<file path="config.mk">
export PLATFORM = sky130hd
export DESIGN_NAME = tsp_ctrl
export DESIGN_NICKNAME = d
export VERILOG_FILES = /design/src/sv/tsp_pkg.sv /design/src/sv/tsp_ctrl.sv
export SDC_FILE = /design/constraint.sdc
export NUM_CORES = 1
export LEC_CHECK = 0
export ABC_AREA = 1
export BUFFER_PORTS_ARGS = -buffer_cell sky130_fd_sc_hd__buf_2
export CORE_AREA = 10 10 47 49
export DETAILED_ROUTE_END_ITERATION = 12
export DIE_AREA = 0 0 57 59
export PLACE_DENSITY_LB_ADDON = 0.05
export SETUP_SLACK_MARGIN = 0.3
export SYNTH_ARGS = -nofsm -noshare
export SYNTH_HDL_FRONTEND = slang
export SYNTH_SLANG_ARGS = --single-unit
</file>
<file path="constraint.sdc">
create_clock -name clk -period 2.16 [get_ports clk]
set_input_delay 0.432 -clock clk [delete_from_list [all_inputs] [get_ports clk]]
set_output_delay 0.432 -clock clk [all_outputs]
set_load 0.05 [all_outputs]
</file>
<file path="src/sv/tsp_pkg.sv">
`default_nettype none
package tsp_pkg;

	localparam int BANKS       = 8;
	localparam int BANK_DEPTH  = 16384;
	localparam int FRAC_BITS   = 12;
	localparam int SAMPLE_BITS = 16;
	localparam int STORE_DEPTH = BANKS * BANK_DEPTH;
	localparam int DIV_STEPS   = 20;

	localparam logic signed [15:0] TUNE_MIN = 16'sd819;
	localparam logic signed [15:0] TUNE_MAX = 16'sd7373;

	localparam logic [1:0] REQ_TICK   = 2'd0;
	localparam logic [1:0] REQ_SAMPLE = 2'd1;
	localparam logic [1:0] REQ_LEN    = 2'd2;

	localparam logic [1:0] CFG_BANK_COUNT = 2'd0;
	localparam logic [1:0] CFG_STEP_SPAN  = 2'd1;
	localparam logic [1:0] CFG_GATE_THR   = 2'd2;

	typedef enum logic [2:0] {
		S_IDLE, S_EVAL, S_READ, S_DRAIN, S_ROUND, S_DIV, S_SAT, S_DONE
	} state_t;

	typedef enum logic [1:0] {
		MODE_ZERO, MODE_DIRECT, MODE_MIX
	} mode_t;

	typedef struct packed {
		logic capture;
		logic eval;
		logic read;
		logic drain;
		logic round;
		logic div;
		logic sat;
		logic emit;
	} cmd_t;

	typedef struct packed {
		logic  is_tick;
		mode_t mode;
		logic  direct;
		logic  last_read;
		logic  out_busy;
	} status_t;

endpackage
`default_nettype wire

</file>
<file path="src/sv/tsp_ctrl.sv">
`default_nettype none
module tsp_ctrl (
	input  wire logic              clk,
	input  wire logic              arst_n,
	input  wire logic              s_tvalid,
	output logic                   s_tready,
	input  wire tsp_pkg::status_t  st,
	output tsp_pkg::cmd_t          cmd
);
	import tsp_pkg::*;

	state_t     state_q, state_d;
	logic [4:0] div_cnt_q;

	always_ff @(posedge clk or negedge arst_n) begin
		if (!arst_n) begin
			state_q   <= S_IDLE;
			div_cnt_q <= '0;
		end else begin
			state_q <= state_d;
			if (state_q == S_DIV) begin
				div_cnt_q <= div_cnt_q + 5'd1;
			end else begin
				div_cnt_q <= '0;
			end
		end
	end

	always_comb begin
		state_d  = state_q;
		cmd      = '0;
		s_tready = 1'b0;
		unique case (state_q)
			S_IDLE: begin
				s_tready    = 1'b1;
				cmd.capture = s_tvalid;
				if (s_tvalid && st.is_tick) begin
					state_d = S_EVAL;
				end
			end
			S_EVAL: begin
				cmd.eval = 1'b1;
				state_d  = (st.mode == MODE_ZERO) ? S_DONE : S_READ;
			end
			S_READ: begin
				cmd.read = 1'b1;
				if (st.last_read) begin
					state_d = S_DRAIN;
				end
			end
			S_DRAIN: begin
				cmd.drain = 1'b1;
				state_d   = st.direct ? S_DONE : S_ROUND;
			end
			S_ROUND: begin
				cmd.round = 1'b1;
				state_d   = S_DIV;
			end
			S_DIV: begin
				cmd.div = 1'b1;
				if (div_cnt_q == 5'(DIV_STEPS - 1)) begin
					state_d = S_SAT;
				end
			end
			S_SAT: begin
				cmd.sat = 1'b1;
				state_d = S_DONE;
			end
			S_DONE: begin
				if (!st.out_busy) begin
					cmd.emit = 1'b1;
					state_d  = S_IDLE;
				end
			end
			default: state_d = S_IDLE;
		endcase
	end
endmodule
`default_nettype wire

</file>
==> results.yml <==
timing:
  tightestPinTransition_ns: 0.256
  fin_crit_ns: 1.75
  relSlewSlack_pct: 82.9
  maxSlewViolCount: 0
  setup_viol: 0
  fin_crit_sh_pct: 81.0
  max_freq_mhz: 571
  hold_viol_final: 0
  final.setup.tns_ns: 0
  finClkSkew_ns: 0.00237
  rsz0062_at_grt: "false"
layout:
  multi_input_area_um2: 280
  nNetsFinal: 101
  fillCellCount: 164
  antenna-diode-count: 0
  syn_to_final_growth_pct: 24.2
  finalNonFillerCells: 105
  seqCellArea_um2: 200
  drive_above_1_share_pct: 39.3
floorplanning:
  initial_core_util_pct: 37.9
  die_height_um: 59
  rows: 14
  core_mm2: 0.00140
  die_width_um: 57
  die_area_mm2: 0.00336
  io_pins: 18
min_path:
  hp-class: "input port to async pin"
setup_path:
  critPathRequiredTime_ns: 1.73
  crit_fanout: 6
  startpoint_type: "flip-flop"
  critPathCaptureType: "output port"
  crit_type: "flip-flop to output port"
  cp.arrival_ns: 1.32
clock_network:
  cts.sinks: 8
  numCtsBuffers: 3
  clk_pin_slew_ns: 0.05
  htreeDepth: 1
  clock_latency_ns: 0.25
  cts-root-buf: "clkbuf_4"
  postCtsSetupBuffers: 0
  cts_tree: "yes"
  clock_path_buffers: 2
synthesis:
  netlist_area_um2: 532
  syn_area_per_cell_um2: 7.60
  ys_async_sr_fraction_pct: 100
  ys_seq_area_share_pct: 37.6
  synth_top_cell_area_share_pct: 37.6
  netlist_instances: 70
  ys.flop_type: "dfrtp_1"
  post-synth-top-area-cell: "dfrtp_1"
  syn_nets: 80
  synth_most_common_cell: "nand2_1"
  synth_cell_types: 23
  ys_ff_latch: 8
  ys_top_cells_by_count: "12 x nand2_1, 11 x nor2_1, 8 x dfrtp_1, 8 x inv_1, 6 x nand3_1"
  synth_edf_count: 0
  yosysWarningCount: 0
  synth.area.top_cells: "dfrtp_1 38%, nand2_1 8.5%, nor2_1 7.8%, nand2_2 5.9%, nand3_1 5.6%"
routing:
  drt_iter0_drc: 4
  first_pass_iters: 4
  finalWirelength_mm: 1.22
  vias_per_cell: 4.71
  wl_per_cell_um: 11.6
  num_vias: 495
  ant_nets: 0
  drc: 0
global_routing:
  grt_max_degree: 12
  track_usage_pct: 7.77
  antenna_found_initial: 0
  grt_pass1_vias: 513
  grt_pass1_wl_mm: 2.14
  grt-ovfl-total: 0
outcome:
  status: "complete, no violations"
pwr:
  totalPowerFinal_mw: 1.01
  p_per_area_mw_per_mm2: 1530
  power_leakage_nw: 0.374
  ir_worst_vdd_mv: 0.506
placement:
  dp_hpwl_mm: 1.02
  dpl.cell_count: 102
  gp_congestion: 0.807
  io_buffer_count: 17
flow_run:
  max_cap_violations: 0
==> report_power, final <==
group | total [mW] | switching, mW | internal (mW)
sequential | 0.255 | 0.0641 | 0.191
combinational | 0.647 | 0.463 | 0.184
clock | 0.111 | 0.0475 | 0.0634
==> worst max-delay path, stage by stage, from the launching register on <==
cell      delay (ns)
dfrtp_1         0.45
nor2_2          0.21
and3_2          0.19
clkbuf_4        0.22
==> cell type report <==
class	count	area share (%)
clock buffer	3	3.41
tap	16	3.03
multi-input combinational	50	42.4
sequential	8	30.3
timing repair buffer	17	14.4
inverter	11	6.44
==> layout by cell type, fill, tap and decap left out <==
master	n
clkinv_2	1
nand3_2	1
a21oi_1	1
clkbuf_4	6
xor2_1	2
and2_1	1
dfrtp_1	8
ha_1	1
o21bai_2	1
inv_1	8
a31oi_1	1
o21ai_0	1
nand2_2	5
xnor2_1	1
buf_2	13
nor2_1	10
buf_4	1
nand2_1	12
nand3_1	6
nor2_2	2
nor3_1	2
nor2_4	1
nand4_2	1
inv_2	2
and3_2	1
==> metal layers <==
layer,routed length (um),track usage (%)
met5,0,0
met4,9,5.70
met1,465,7.94
met2,640,12.9
met3,105,2.79
==> metrics by stage <==
step,hold slack [ns],setup slack [ns],utilization [%],cell area (um2)
after global placement,0.285,0.609,44.6,626
after CTS,0.00961,0.369,46.6,653
final,0.0149,0.409,47.1,661
after floorplan,0.136,0.0614,-,532
after detailed placement,0.285,0.572,44.6,626
after global routing,0.00344,0.304,47.1,661
==> state kept, by name (all words and copies together) (netlist names) <==
signal and count:
div_cnt_q 5, state_q 3
==> logic make-up after synthesis <==
group | count (synthesis) | synth area share, %
AOI/OAI and AO/OA | 4 | 5.18
xor gates and xnor gates | 3 | 4.94
adders and majority gates | 1 | 2.35
buffers and inverters | 12 | 10.1
DFF | 8 | 37.6
and+or+nand+nor | 42 | 39.8
==> worst paths after layout <==
check	start	to	slack, ns	cells past startpoint
max	state_q[0]$_DFFE_PN0P_	cmd[7]	0.41	3
min	arst_n	state_q[0]$_DFFE_PN0P_	0.01	1
max reg2reg	div_cnt_q[0]$_DFF_PN0_	state_q[1]$_DFFE_PN0P_	0.96	9
min reg2reg	div_cnt_q[0]$_DFF_PN0_	div_cnt_q[0]$_DFF_PN0_	0.46	1
max in group asynchronous	arst_n	div_cnt_q[3]$_DFF_PN0_	1.98	1
min in group clk	div_cnt_q[0]$_DFF_PN0_	div_cnt_q[0]$_DFF_PN0_	0.46	1
==> repair_timing <==
action                     4_1_cts  5_1_grt
setup endpoints to repair        2        3
gates resized for setup          2        3
hold buffers                     0        0
cloned                           0        0
Power figures use the tool's default switching activity.
